## config.mk

```make
export PLATFORM = sky130hd
export DESIGN_NAME = strided_slice_index_mapper_core
export DESIGN_NICKNAME = d
export VERILOG_FILES = /design/src/smap_pkg.sv /design/src/strided_slice_index_mapper_core.sv /design/src/smap_setup.sv /design/src/smap_front.sv /design/src/smap_queue.sv /design/src/smap_back.sv
export SDC_FILE = /design/constraint.sdc
export NUM_CORES = 2
export LEC_CHECK = 0
export BUFFER_PORTS_ARGS = -buffer_cell sky130_fd_sc_hd__buf_2
export CAP_MARGIN = 20
export CORE_MARGIN = 2
export CORE_UTILIZATION = 65
export DETAILED_ROUTE_END_ITERATION = 16
export PLACE_DENSITY_LB_ADDON = 0.25
export SETUP_SLACK_MARGIN = 0.5
export SYNTH_ARGS = -nofsm -noshare
export SYNTH_HDL_FRONTEND = slang
export SYNTH_SLANG_ARGS = --single-unit
```

## constraint.sdc

```tcl
create_clock -name clk -period 24 [get_ports clk]
set_input_delay 4.8 -clock clk [delete_from_list [all_inputs] [get_ports clk]]
set_output_delay 4.8 -clock clk [all_outputs]
set_load 0.03 [all_outputs]
```

## src/smap_pkg.sv

```systemverilog
// shared types and constants for the strided slice index mapper
package smap_pkg;

	localparam int unsigned IDX_W  = 33;
	localparam int unsigned ADDR_W = 32;
	localparam int unsigned WIDE_W = 36;
	localparam int unsigned POS_W  = 43;
	localparam int unsigned CNT_W  = 6;

	localparam logic [2:0] ST_OK         = 3'd0;
	localparam logic [2:0] ST_ZERO_STEP  = 3'd1;
	localparam logic [2:0] ST_EMPTY      = 3'd2;
	localparam logic [2:0] ST_START_OUT  = 3'd3;
	localparam logic [2:0] ST_MINMAX_OUT = 3'd4;
	localparam logic [2:0] ST_ABOVE_MAX  = 3'd5;
	localparam logic [2:0] ST_BELOW_MIN  = 3'd6;

	localparam logic [2:0] REG_VECTOR_SIZE   = 3'd0;
	localparam logic [2:0] REG_SLICE_MODE    = 3'd1;
	localparam logic [2:0] REG_SLICE_START   = 3'd2;
	localparam logic [2:0] REG_SLICE_STOP    = 3'd3;
	localparam logic [2:0] REG_SLICE_STEP    = 3'd4;
	localparam logic [2:0] REG_START_OMITTED = 3'd5;
	localparam logic [2:0] REG_STOP_OMITTED  = 3'd6;
	localparam logic [2:0] REG_STEP_OMITTED  = 3'd7;

	localparam logic [40:0] PROD_LIMIT = 41'h100_0000_0000;

	typedef enum logic [1:0] {
		BASE_ZERO = 2'd0,
		BASE_LO   = 2'd1,
		BASE_HI   = 2'd2,
		BASE_SIZE = 2'd3
	} base_sel_t;

	typedef enum logic [3:0] {
		SU_IDLE = 4'b0001,
		SU_LOAD = 4'b0010,
		SU_DIV  = 4'b0100,
		SU_FIN  = 4'b1000
	} setup_state_t;

	typedef struct packed {
		logic                     ready;
		logic                     plain;
		logic                     step_neg;
		logic [32:0]              den;
		logic signed [33:0]       lo;
		logic signed [33:0]       hi;
		logic [ADDR_W-1:0]        size;
		logic [ADDR_W-1:0]        len;
		logic [2:0]               err;
	} derived_t;

	typedef struct packed {
		logic [IDX_W-1:0] mag;
		logic             neg;
		base_sel_t        base;
	} work_t;

endpackage

```

## src/strided_slice_index_mapper_core.sv

```systemverilog
// top level of the strided slice index mapper
//
// channel   direction  handshake                 payload
// cfg       in         cfg_valid / cfg_ready     cfg_index, cfg_data
// item in   in         start, busy               logical_index
// item out  out        done strobe, one cycle    element_address, slice_length, status
//
// one item per cycle while busy is low; results pass the queue and back-end registers
// after reset and after every config write busy stays high
// while the slice bounds are derived by the serial divider
// the receiver cannot stall; results are never held
module strided_slice_index_mapper_core #(
	parameter int unsigned INDEX_BITS = 32
) (
	input  logic               clk,
	input  logic               arst_n,
	input  logic               cfg_valid,
	output logic               cfg_ready,
	input  logic [2:0]         cfg_index,
	input  logic [32:0]        cfg_data,
	input  logic               start,
	output logic               busy,
	input  logic signed [32:0] logical_index,
	output logic               done,
	output logic [31:0]        element_address,
	output logic [31:0]        slice_length,
	output logic [2:0]         status
);
	import smap_pkg::*;

	derived_t drv;
	work_t    entry, head;
	logic     push, full, head_valid, accept;

	assign cfg_ready = 1'b1;
	assign busy      = !drv.ready || full;
	assign accept    = start && !busy;

	smap_setup #(.INDEX_BITS(INDEX_BITS)) u_setup (
		.clk       (clk),
		.arst_n    (arst_n),
		.cfg_valid (cfg_valid),
		.cfg_index (cfg_index),
		.cfg_data  (cfg_data),
		.drv       (drv)
	);

	smap_front u_front (
		.accept        (accept),
		.logical_index (logical_index),
		.drv           (drv),
		.push          (push),
		.entry         (entry)
	);

	smap_queue u_queue (
		.clk       (clk),
		.arst_n    (arst_n),
		.push      (push),
		.push_data (entry),
		.full      (full),
		.pop_valid (head_valid),
		.pop_data  (head)
	);

	smap_back u_back (
		.clk             (clk),
		.arst_n          (arst_n),
		.in_valid        (head_valid),
		.in_data         (head),
		.drv             (drv),
		.done            (done),
		.element_address (element_address),
		.slice_length    (slice_length),
		.status          (status)
	);

endmodule

```

## src/smap_setup.sv

```systemverilog
// configuration registers and derivation of slice bounds with a serial divider
module smap_setup #(
	parameter int unsigned INDEX_BITS = 32
) (
	input  logic                 clk,
	input  logic                 arst_n,
	input  logic                 cfg_valid,
	input  logic [2:0]           cfg_index,
	input  logic [32:0]          cfg_data,
	output smap_pkg::derived_t   drv
);
	import smap_pkg::*;

	localparam logic [63:0] MASK64    = (64'd1 << INDEX_BITS) - 64'd1;
	localparam logic [31:0] SIZE_MASK = MASK64[31:0];

	logic [31:0]        vector_size_q;
	logic               slice_mode_q;
	logic [32:0]        slice_start_q;
	logic [32:0]        slice_stop_q;
	logic [32:0]        slice_step_q;
	logic               start_omitted_q;
	logic               stop_omitted_q;
	logic               step_omitted_q;
	logic               dirty_q;
	setup_state_t       state_q;

	logic signed [WIDE_W-1:0] vs, step_e, start_e, stop_e, start_r, stop_c, start_c;
	logic               step_zero, step_pos, step_neg_c, empty_c;
	logic [WIDE_W-1:0]  num_c, nq_c;
	logic [2:0]         err_c;

	logic signed [WIDE_W-1:0] start_q;
	logic [WIDE_W-1:0]  num_q, nq_q;
	logic [32:0]        den_q;
	logic [33:0]        rem_q;
	logic [ADDR_W-1:0]  quo_q;
	logic [CNT_W-1:0]   cnt_q;
	logic [2:0]         err_q;
	logic               neg_q;

	logic [33:0]        rem_sh;
	logic               rem_ge;
	logic [WIDE_W-1:0]  span;
	logic signed [WIDE_W-1:0] last, lo_c, hi_c;
	logic               minmax;

	derived_t           drv_q;

	// register file
	always_ff @(posedge clk or negedge arst_n) begin
		if (!arst_n) begin
			vector_size_q   <= '0;
			slice_mode_q    <= 1'b0;
			slice_start_q   <= '0;
			slice_stop_q    <= '0;
			slice_step_q    <= 33'd1;
			start_omitted_q <= 1'b1;
			stop_omitted_q  <= 1'b1;
			step_omitted_q  <= 1'b1;
		end else if (cfg_valid) begin
			case (cfg_index)
				REG_VECTOR_SIZE:   vector_size_q   <= cfg_data[31:0];
				REG_SLICE_MODE:    slice_mode_q    <= cfg_data[0];
				REG_SLICE_START:   slice_start_q   <= cfg_data;
				REG_SLICE_STOP:    slice_stop_q    <= cfg_data;
				REG_SLICE_STEP:    slice_step_q    <= cfg_data;
				REG_START_OMITTED: start_omitted_q <= cfg_data[0];
				REG_STOP_OMITTED:  stop_omitted_q  <= cfg_data[0];
				REG_STEP_OMITTED:  step_omitted_q  <= cfg_data[0];
				default: ;
			endcase
		end
	end

	// normalize bounds
	always_comb begin
		vs         = $signed({4'b0, vector_size_q & SIZE_MASK});
		step_zero  = !step_omitted_q && (slice_step_q == '0);
		step_e     = step_omitted_q ? WIDE_W'(1)
		                            : WIDE_W'($signed(slice_step_q));
		step_pos   = !step_zero && !step_e[WIDE_W-1];
		step_neg_c = step_e[WIDE_W-1];
		stop_e     = WIDE_W'($signed(slice_stop_q));
		start_e    = WIDE_W'($signed(slice_start_q));
		if (stop_omitted_q)
			stop_c = step_pos ? vs : -WIDE_W'(1);
		else
			stop_c = stop_e[WIDE_W-1] ? stop_e + vs : stop_e;
		start_r = start_e[WIDE_W-1] ? start_e + vs : start_e;
		if (start_omitted_q)
			start_c = step_pos ? '0 : vs - WIDE_W'(1);
		else
			start_c = start_r;
		empty_c = !((start_c < stop_c && step_pos) || (start_c > stop_c && step_neg_c));
		num_c   = step_neg_c ? WIDE_W'(start_c - stop_c) : WIDE_W'(stop_c - start_c);
		nq_c    = num_c + WIDE_W'(step_e[WIDE_W-1] ? -step_e : step_e) - WIDE_W'(1);
		if (step_zero)
			err_c = ST_ZERO_STEP;
		else if (empty_c)
			err_c = ST_EMPTY;
		else if (start_c >= vs)
			err_c = ST_START_OUT;
		else
			err_c = ST_OK;
	end

	// restoring divide step and bounds from the remainder
	always_comb begin
		rem_sh = {rem_q[32:0], nq_q[WIDE_W-1]};
		rem_ge = rem_sh >= {1'b0, den_q};
		span   = num_q - WIDE_W'(1) - WIDE_W'(rem_q);
		last   = neg_q ? start_q - $signed(span) : start_q + $signed(span);
		lo_c   = (start_q < last) ? start_q : last;
		hi_c   = (start_q < last) ? last : start_q;
		minmax = lo_c[WIDE_W-1] || (lo_c >= vs) || hi_c[WIDE_W-1] || (hi_c >= vs);
	end

	always_ff @(posedge clk or negedge arst_n) begin
		if (!arst_n) begin
			state_q <= SU_IDLE;
			dirty_q <= 1'b1;
			drv_q   <= '0;
		end else begin
			if (cfg_valid) begin
				dirty_q     <= 1'b1;
				drv_q.ready <= 1'b0;
			end
			case (state_q)
				SU_IDLE: begin
					if (dirty_q && !cfg_valid) begin
						dirty_q <= 1'b0;
						state_q <= SU_LOAD;
					end
				end
				SU_LOAD: begin
					state_q <= SU_DIV;
				end
				SU_DIV: begin
					if (cnt_q == '0)
						state_q <= SU_FIN;
				end
				SU_FIN: begin
					state_q <= SU_IDLE;
					if (!dirty_q && !cfg_valid)
						drv_q.ready <= 1'b1;
					drv_q.size  <= vs[ADDR_W-1:0];
					drv_q.plain <= !slice_mode_q;
					if (!slice_mode_q) begin
						drv_q.step_neg <= 1'b0;
						drv_q.den      <= 33'd1;
						drv_q.lo       <= '0;
						drv_q.hi       <= 34'(vs - WIDE_W'(1));
						drv_q.len      <= vs[ADDR_W-1:0];
						drv_q.err      <= ST_OK;
					end else begin
						drv_q.step_neg <= neg_q;
						drv_q.den      <= den_q;
						drv_q.lo       <= lo_c[33:0];
						drv_q.hi       <= hi_c[33:0];
						drv_q.len      <= quo_q;
						if (err_q != ST_OK)
							drv_q.err <= err_q;
						else if (minmax)
							drv_q.err <= ST_MINMAX_OUT;
						else
							drv_q.err <= ST_OK;
					end
				end
				default: state_q <= SU_IDLE;
			endcase
		end
	end

	always_ff @(posedge clk) begin
		case (state_q)
			SU_LOAD: begin
				start_q <= start_c;
				num_q   <= num_c;
				nq_q    <= nq_c;
				den_q   <= step_neg_c ? 33'(-step_e) : step_e[32:0];
				neg_q   <= step_neg_c;
				err_q   <= err_c;
				rem_q   <= '0;
				quo_q   <= '0;
				cnt_q   <= CNT_W'(WIDE_W - 1);
			end
			SU_DIV: begin
				rem_q <= rem_ge ? rem_sh - {1'b0, den_q} : rem_sh;
				quo_q <= {quo_q[ADDR_W-2:0], rem_ge};
				nq_q  <= {nq_q[WIDE_W-2:0], 1'b0};
				cnt_q <= cnt_q - CNT_W'(1);
			end
			default: ;
		endcase
	end

	assign drv = drv_q;

endmodule

```

## src/smap_front.sv

```systemverilog
// front end: accepts an item and classifies it for the multiply pipeline
module smap_front (
	input  logic                      accept,
	input  logic signed [32:0]        logical_index,
	input  smap_pkg::derived_t        drv,
	output logic                      push,
	output smap_pkg::work_t           entry
);
	import smap_pkg::*;

	logic signed [33:0] idx_adj;
	logic               idx_neg;

	always_comb begin
		idx_neg = logical_index[32];
		if (drv.plain || !idx_neg)
			idx_adj = 34'(logical_index);
		else
			idx_adj = 34'(logical_index) + 34'sd1;
		entry.mag = idx_adj[33] ? 33'(-idx_adj) : idx_adj[32:0];
		if (drv.plain) begin
			entry.neg  = idx_neg;
			entry.base = idx_neg ? BASE_SIZE : BASE_ZERO;
		end else begin
			entry.neg  = idx_adj[33] ^ drv.step_neg;
			entry.base = (idx_neg ^ drv.step_neg) ? BASE_HI : BASE_LO;
		end
		push = accept;
	end

endmodule

```

## src/smap_queue.sv

```systemverilog
// two-entry item queue between front and back
module smap_queue (
	input  logic              clk,
	input  logic              arst_n,
	input  logic              push,
	input  smap_pkg::work_t   push_data,
	output logic              full,
	output logic              pop_valid,
	output smap_pkg::work_t   pop_data
);
	import smap_pkg::*;

	work_t      mem_q [2];
	logic       wr_q, rd_q;
	logic [1:0] cnt_q;
	logic       pop;

	assign pop       = cnt_q != 2'd0;
	assign pop_valid = pop;
	assign pop_data  = mem_q[rd_q];
	assign full      = cnt_q == 2'd2;

	always_ff @(posedge clk or negedge arst_n) begin
		if (!arst_n) begin
			wr_q  <= 1'b0;
			rd_q  <= 1'b0;
			cnt_q <= 2'd0;
		end else begin
			if (push)
				wr_q <= !wr_q;
			if (pop)
				rd_q <= !rd_q;
			cnt_q <= cnt_q + {1'b0, push} - {1'b0, pop};
		end
	end

	always_ff @(posedge clk) begin
		if (push)
			mem_q[wr_q] <= push_data;
	end

endmodule

```

## src/smap_back.sv

```systemverilog
// back end: saturating multiply, offset and range check
module smap_back (
	input  logic                      clk,
	input  logic                      arst_n,
	input  logic                      in_valid,
	input  smap_pkg::work_t           in_data,
	input  smap_pkg::derived_t        drv,
	output logic                      done,
	output logic [31:0]               element_address,
	output logic [31:0]               slice_length,
	output logic [2:0]                status
);
	import smap_pkg::*;

	logic        v_s1, v_s2, v_s3, v_s4;
	logic [49:0] pp0_s1;
	logic [48:0] pp1_s1;
	logic        neg_s1, neg_s2;
	base_sel_t   base_s1, base_s2;
	logic signed [41:0]     term_s2;
	logic signed [POS_W-1:0] pos_s3;
	logic [31:0] addr_s4, len_s4;
	logic [2:0]  st_s4;

	logic [65:0] prod;
	logic [40:0] sat;
	logic signed [POS_W-1:0] base_v;
	logic [2:0]  st_c;

	always_ff @(posedge clk or negedge arst_n) begin
		if (!arst_n) begin
			v_s1 <= 1'b0;
			v_s2 <= 1'b0;
			v_s3 <= 1'b0;
			v_s4 <= 1'b0;
		end else begin
			v_s1 <= in_valid;
			v_s2 <= v_s1;
			v_s3 <= v_s2;
			v_s4 <= v_s3;
		end
	end

	// stage 1: partial products
	always_ff @(posedge clk) begin
		pp0_s1  <= 50'(in_data.mag) * 50'(drv.den[16:0]);
		pp1_s1  <= 49'(in_data.mag) * 49'(drv.den[32:17]);
		neg_s1  <= in_data.neg;
		base_s1 <= in_data.base;
	end

	// stage 2: sum and saturate
	always_comb begin
		prod = 66'(pp0_s1) + (66'(pp1_s1) << 17);
		sat  = (prod > 66'(PROD_LIMIT)) ? PROD_LIMIT : prod[40:0];
	end

	always_ff @(posedge clk) begin
		term_s2 <= neg_s1 ? -$signed({1'b0, sat}) : $signed({1'b0, sat});
		base_s2 <= base_s1;
	end

	// stage 3: add base
	always_comb begin
		case (base_s2)
			BASE_ZERO: base_v = '0;
			BASE_LO:   base_v = POS_W'(drv.lo);
			BASE_HI:   base_v = POS_W'(drv.hi);
			BASE_SIZE: base_v = $signed({11'b0, drv.size});
			default:   base_v = '0;
		endcase
	end

	always_ff @(posedge clk) begin
		pos_s3 <= base_v + POS_W'(term_s2);
	end

	// stage 4: classify
	always_comb begin
		if (drv.err != ST_OK)
			st_c = drv.err;
		else if (pos_s3 > POS_W'(drv.hi))
			st_c = ST_ABOVE_MAX;
		else if (pos_s3 < POS_W'(drv.lo))
			st_c = drv.plain ? ST_ABOVE_MAX : ST_BELOW_MIN;
		else
			st_c = ST_OK;
	end

	always_ff @(posedge clk) begin
		st_s4   <= st_c;
		addr_s4 <= (st_c == ST_OK) ? pos_s3[31:0] : '0;
		len_s4  <= (drv.err == ST_OK) ? drv.len : '0;
	end

	assign done            = v_s4;
	assign element_address = addr_s4;
	assign slice_length    = len_s4;
	assign status          = st_s4;

endmodule
```

# After elaboration in Yosys (flattened, before gate mapping)
# Memories as Yosys holds them, arrays and structs flattened.
# Cells that the tools add are included.
# totals
wordCells,193
reg_bits,792
mem_bits_rw,72
inputBits,73
memories,1
# memory_table
name,words,word_bits,read_ports,rd_ports_with_merged_regs,wr,line_no,text
u_queue.mem_q,2,36,1,0,1,smap_queue.sv:13,work_t mem_q [2];
# classes
eq_ne,17
add_sub_neg,22
muxes,47
multipliers,2
n_bitwise,3
n_reduce_logical,44
order_cmp,10
# op_table
cell,count
two-way mux 36 bit,12
one-hot mux 43 bit (4 select lines),1
two-way mux 171 bit,1
>= comparator 36 x 33 -> 1 bit,3
subtractor 36 bit,3
two-way mux 102 bit,1
two-way mux 41 bit,2
adder 36 bit,2
less-than comparator 36 bit,2
one-hot mux 36 bit (2 select lines),1
subtractor 36 x 1 -> 36 bit (second input constant),2
adder 33 x 33 -> 34 bit,2
two-way mux 34 bit,2
one-hot mux 34 bit (2 select lines),1
adder 50 x 66 -> 66 bit,1
> comparator 66 x 41 -> 1 bit (second input constant),1
two-way mux 33 bit,2
subtractor 32 x 1 -> 33 bit (second input constant),2
one-hot mux 32 bit (2 select lines),1
multiplier 33 x 17 -> 50 bit,1
multiplier 33 x 16 -> 49 bit,1
adder 43 x 42 -> 43 bit,1
> comparator 43 x 34 -> 1 bit,1
less-than comparator 43 x 34 -> 1 bit,1
other kinds (41),98

# Longest topological paths before layout
# depth
depth_word,14
ltp_mapped,51

# By module
# Synthesis repeated with hierarchy kept, for this count alone.
# hier_totals
cells_unflattened,10753
hier_area_um2,95212.6
# modules_own_cells
module,area_per_inst_um2,cells_per_inst,n_inst
smap_back,48619.1,5658,1
smap_setup,41441.0,4649,1
smap_queue,2921.6,126,1
smap_front,2204.6,316,1
strided_slice_index_mapper_core,26.3,4,1

# Worst setup path before layout
# OpenSTA, ideal clock, no wires.
# synth_path
kind,reg-to-reg
startpoint,register u_setup.rem_q[0]
endpoint,"register u_setup.drv_q, in the netlist u_setup.drv[2]"
stages_incl_launch_ff,51
arrival_ps,9490
path_slack_ps,14367
synth_period_minus_slack_ps,9633
required_ps,23857
cell_sequence,edfxtp_1 -> inv_1 -> ha_1 -> inv_1 -> fa_1 -> nor2b_1 -> o31a_1 -> o21a_1 -> nor2_1 -> xnor2_1 -> nor4_1 -> nand4_1 -> nor4_1 -> a21oi_1 -> xor2_1 -> ha_1 -> a21o_1 -> a21o_1 -> (+15 left out) -> a2111oi_0 -> a32oi_1 -> clkbuf_1 -> mux2_2 -> ha_1 -> a21o_1 -> a21o_1 -> a21o_1 -> a21o_1 -> a21o_1 -> a21o_1 -> a211oi_1 -> nor3_1 -> a211oi_1 -> o31ai_1 -> nand2_1 -> o211a_1 -> a41oi_1
# synth_via
elab_chain_cells,12
# synth_lines
element,line_no,text
from (decl),smap_setup.sv:36,logic [33:0] rem_q;
from (signal assigned),smap_setup.sv:189,"rem_q <= rem_ge ? rem_sh - {1'b0, den_q} : rem_sh;"
subtractor 36 x 34 -> 36 bit *,smap_setup.sv:112,span = num_q - WIDE_W'(1) - WIDE_W'(rem_q);
adder 36 bit / subtractor 36 bit (equally long branches),smap_setup.sv:113,last = neg_q ? start_q - $signed(span) : start_q + $signed(span);
two-way mux 36 bit *,smap_setup.sv:113,
less-than comparator 36 bit,"smap_setup.sv:114, smap_setup.sv:115",
two-way mux 36 bit,smap_setup.sv:114,lo_c = (start_q < last) ? start_q : last;
>= comparator 36 x 33 -> 1 bit,smap_setup.sv:116,minmax = lo_c[WIDE_W-1] || (lo_c >= vs) || hi_c[WIDE_W-1] || (hi_c >= vs);
logical OR 1 bit (2 in series),smap_setup.sv:116,
logical OR 1 bit *,smap_setup.sv:116,
two-way mux 3 bit *,smap_setup.sv:164,else if (minmax)
two-way mux 3 bit *,smap_setup.sv:162,if (err_q != ST_OK)
two-way mux 35 bit *,smap_setup.sv:149,if (!slice_mode_q) begin
to (decl),smap_setup.sv:48,derived_t drv_q;
# Every way passes the cells marked *; elsewhere a longest branch is shown, timed or not.
# A chain may end at the register's enable or synchronous reset.

# Worst setup path after layout
# Ends and elaborated chain as after synthesis.

==> flow_summary.toml <==
[floorplanning]
die_h_um = 383.2
dieArea_um2 = 146900
initial_core_util = 0.6531
io_pins = 143
fp.dieW_um = 383.2
core_um2 = 143100
placementRows = 139

[global_route]
gr-usage-all-layers = 0.4017
first_global_vias = 78880
gr-total-overflow = 0
grt_pass1_wl_mm = 453.0
grt_max_degree = 100
antenna_found_initial = 26

[run]
cap_violations = 0

[setup_path]
startpoint_type = "flop"
crit_fanout = 52
critPathRequiredTime_ns = 24.61
critPathKind = "reg -> reg"
worstPathArrival_ns = 12.62
slowest_delay_ns = 0.79
slowest_stage = "nor4_1"
crit_top_cell = "a21oi_1"
cp-end-kind = "flop"

[timing]
skew_ns = 0.07247
slew_headroom = 0.2010
min_period_ns = 12.01
setup_tns_ns = 0
rsz0062_at_grt = "false"
postLayoutSetupSlackWorst_ns = 11.99
fin_crit_sh = 0.5005
setup_violations = 0
worst_pin_slew_ns = 1.190
fmax_mhz = 83.25
hold_viol = 0
drv_slew = 0

[outcome]
status = "completed"

[routing]
firstDrtPassIters = 10
drtAntennaViolNets = 0
wl_per_cell_um = 23.65
drtIter0Drc = 7182
num_vias = 78300
routed_wl_mm = 294.5
routed_via_density = 6.288
remaining_drc_errors = 0

[clock_tree]
clockBufferDepth = 3
cts_resized = 0
clkSinkCount = 861
ctsHoldBuffers = 0
cts_root_buf = "clkbuf_16"
cts_tree = "done"
clk_pin_slew_ns = 0.06
clkLatencyLatePin_ns = 0.77
cts_buffers = 99
cts_setup_buffers = 0
htreeDepth = 3

[logic_synthesis]
synth_warnings = 0
yosysTopAreaCell = "fa_1"
synth_area_per_cell_um2 = 8.842
ys_ff_latch = 861
ys_async_sr_fraction = 0.3705
synth_area_leaders = "fa_1, ha_1, edfxtp_1, dfrtp_1, inv_1"
synthesis.area_um2 = 93480
synthCells = 10570
yosys_most_used_dff = "dfrtp_1"
ys_seq_area_frac = 0.2322
synth_top_area_frac = 0.1940
synth_edf_count = 286
synthDistinctLibCells = 101

[place]
dp_hpwl_mm = 232.2
dpl_worst_slack_ns = 12.08
routabilityCongestion = 1.017
portBuffers = 141

[finish]
num-fill-cells = 11170
mostFrequentLayoutCell = "inv_1"
multi_input_area_um2 = 64600
regArea_um2 = 21710
final_nets = 12280
drive_gt1_frac = 0.06991
area_delta_synth_final_pct = 6.308
final_cell_mix = "inv_1, nand2_1, fa_1"

[hold_path]
hold_path.class = "reg -> reg"

[power_and_ir_drop]
ir_worst_vdd_v = 0.0003496
p_leak_uw = 0.04534
power.density_nw_per_um2 = 113.4
## path summary, 6_finish.rpt
path                              startpoint                 to  slack [ns]  cells past startpoint
max                         u_setup.rem_q[0]     u_setup.drv[2]       11.99                     51
min                        u_back.base_s1[1]  u_back.base_s2[1]        0.34                      0
max reg2reg                 u_setup.rem_q[0]     u_setup.drv[2]       11.99                     51
min reg2reg                u_back.base_s1[1]  u_back.base_s2[1]        0.34                      0
max in group asynchronous             arst_n   u_setup.drv[169]       17.05                      4
min in group asynchronous             arst_n    u_setup.drv[11]        3.95                      1
## per-layer routing
metal / global-route usage / up-vias / part of all wire
met4: 0.2448 / 18 / 0.069
met3: 0.07953 / 929 / 0.093
met1: 0.5146 / 38530 / 0.39
met2: 0.6293 / 3946 / 0.45
li1: - / 34870 / -
met5: 0 / - / 0.00039
## per-stage QoR
| step | power [µW] | hold WS (ns) | area, µm² | cells | utilization |
|---|---|---|---|---|---|
| floorplan | 7346 | 0.3096 | 93480 | 10570 | - |
| global placement | 9282 | 0.3125 | 95720 | 12250 | 0.6687 |
| detailed placement | 9414 | 0.3178 | 95720 | 12250 | 0.6687 |
| CTS | 11120 | 0.3337 | 99280 | 12440 | 0.6936 |
| global route | 12050 | 0.3399 | 99360 | 12450 | 0.6941 |
| finish | 11270 | 0.3377 | 99370 | 12450 | 0.6943 |
## flip-flops by register name (all words and copies together) (netlist names), 32 cells and up
name and cells:
u_back.slice_length 32, u_back.term_s2 42, u_back.pp1_s1 49, u_setup.slice_stop_q 33, u_back.pos_s3 43, u_setup.nq_q 36
u_setup.vector_size_q 32, u_setup.slice_start_q 33, u_setup.num_q 36, u_setup.slice_step_q 33, u_back.pp0_s1 50, u_setup.drv 171
u_setup.start_q 34, u_setup.rem_q 34, u_back.element_address 32, u_queue.mem_q 72, u_setup.den_q 33, u_setup.quo_q 32
## cell families (layout without fill, tap and decap cells)
group           count (synthesis)  count (layout)  share of synthesized area
xor+xnor                      539             539                    0.05050
flops                         861             861                     0.2322
compound gates               2071            2071                     0.1398
buf+inv                      1928            1896                    0.07792
fa+ha+maj                    1753            1753                     0.3074
simple gates                 3129            3129                     0.1584
other cells                     1              10                 0.00004012
mux                           290             290                    0.03372
## Yosys cell counts (13+ instances only)
| library cell | n |
|---|---|
| a31o_2 | 19 |
| o31a_1 | 18 |
| nor3_1 | 140 |
| a2111oi_0 | 13 |
| nand2b_1 | 88 |
| o31ai_1 | 75 |
| a31oi_1 | 57 |
| dfxtp_1 | 256 |
| fa_1 | 906 |
| dfrtp_1 | 313 |
| clkbuf_1 | 435 |
| xor2_1 | 181 |
| inv_1 | 1443 |
| o21ai_0 | 479 |
| o211ai_1 | 40 |
| nor2b_1 | 118 |
| o21bai_1 | 92 |
| mux2i_1 | 91 |
| o41ai_1 | 14 |
| nand3_1 | 135 |
| nand4_1 | 88 |
| or4_1 | 17 |
| o22ai_1 | 29 |
| a21o_1 | 239 |
| nor2_1 | 604 |
| nor3b_1 | 15 |
| or2_2 | 28 |
| ha_1 | 847 |
| a211o_1 | 14 |
| a21boi_0 | 21 |
| a22o_1 | 44 |
| buf_1 | 34 |
| nand2_1 | 1263 |
| a21oi_1 | 635 |
| nor4_1 | 33 |
| and2_1 | 403 |
| mux2_2 | 198 |
| edfxtp_1 | 286 |
| a211oi_1 | 66 |
| xnor2_1 | 358 |
| o21a_1 | 86 |
| and3_1 | 96 |
| or3_1 | 41 |
## cell type report
class                   instances  share of cell area
flip-flops and latches        861              0.2185
clock inverters                64            0.008474
repair buffers                263             0.01685
clock buffers                 124             0.02741
well taps                    1903             0.02396
diodes                          7           0.0001763
inverters                    1445             0.05461
multi-input cells            7785              0.6501
## report_power, final
group	leakage (µW)	switching [µW]	internal, µW
Combinational	0.0348	4590	2880
Clock	0.00172	711	942
Sequential	0.00886	219	1930
## worst max-delay path: cells and delay by family (launching register included)
family	cells	cell delay, ns
fa+ha+maj	5	1.57
mux	1	0.37
xor+xnor	3	0.74
compound gates	26	5.46
flops	1	0.41
buf+inv	4	0.90
simple gates	12	2.46
No activity file was read; power rests on OpenSTA's default activity.
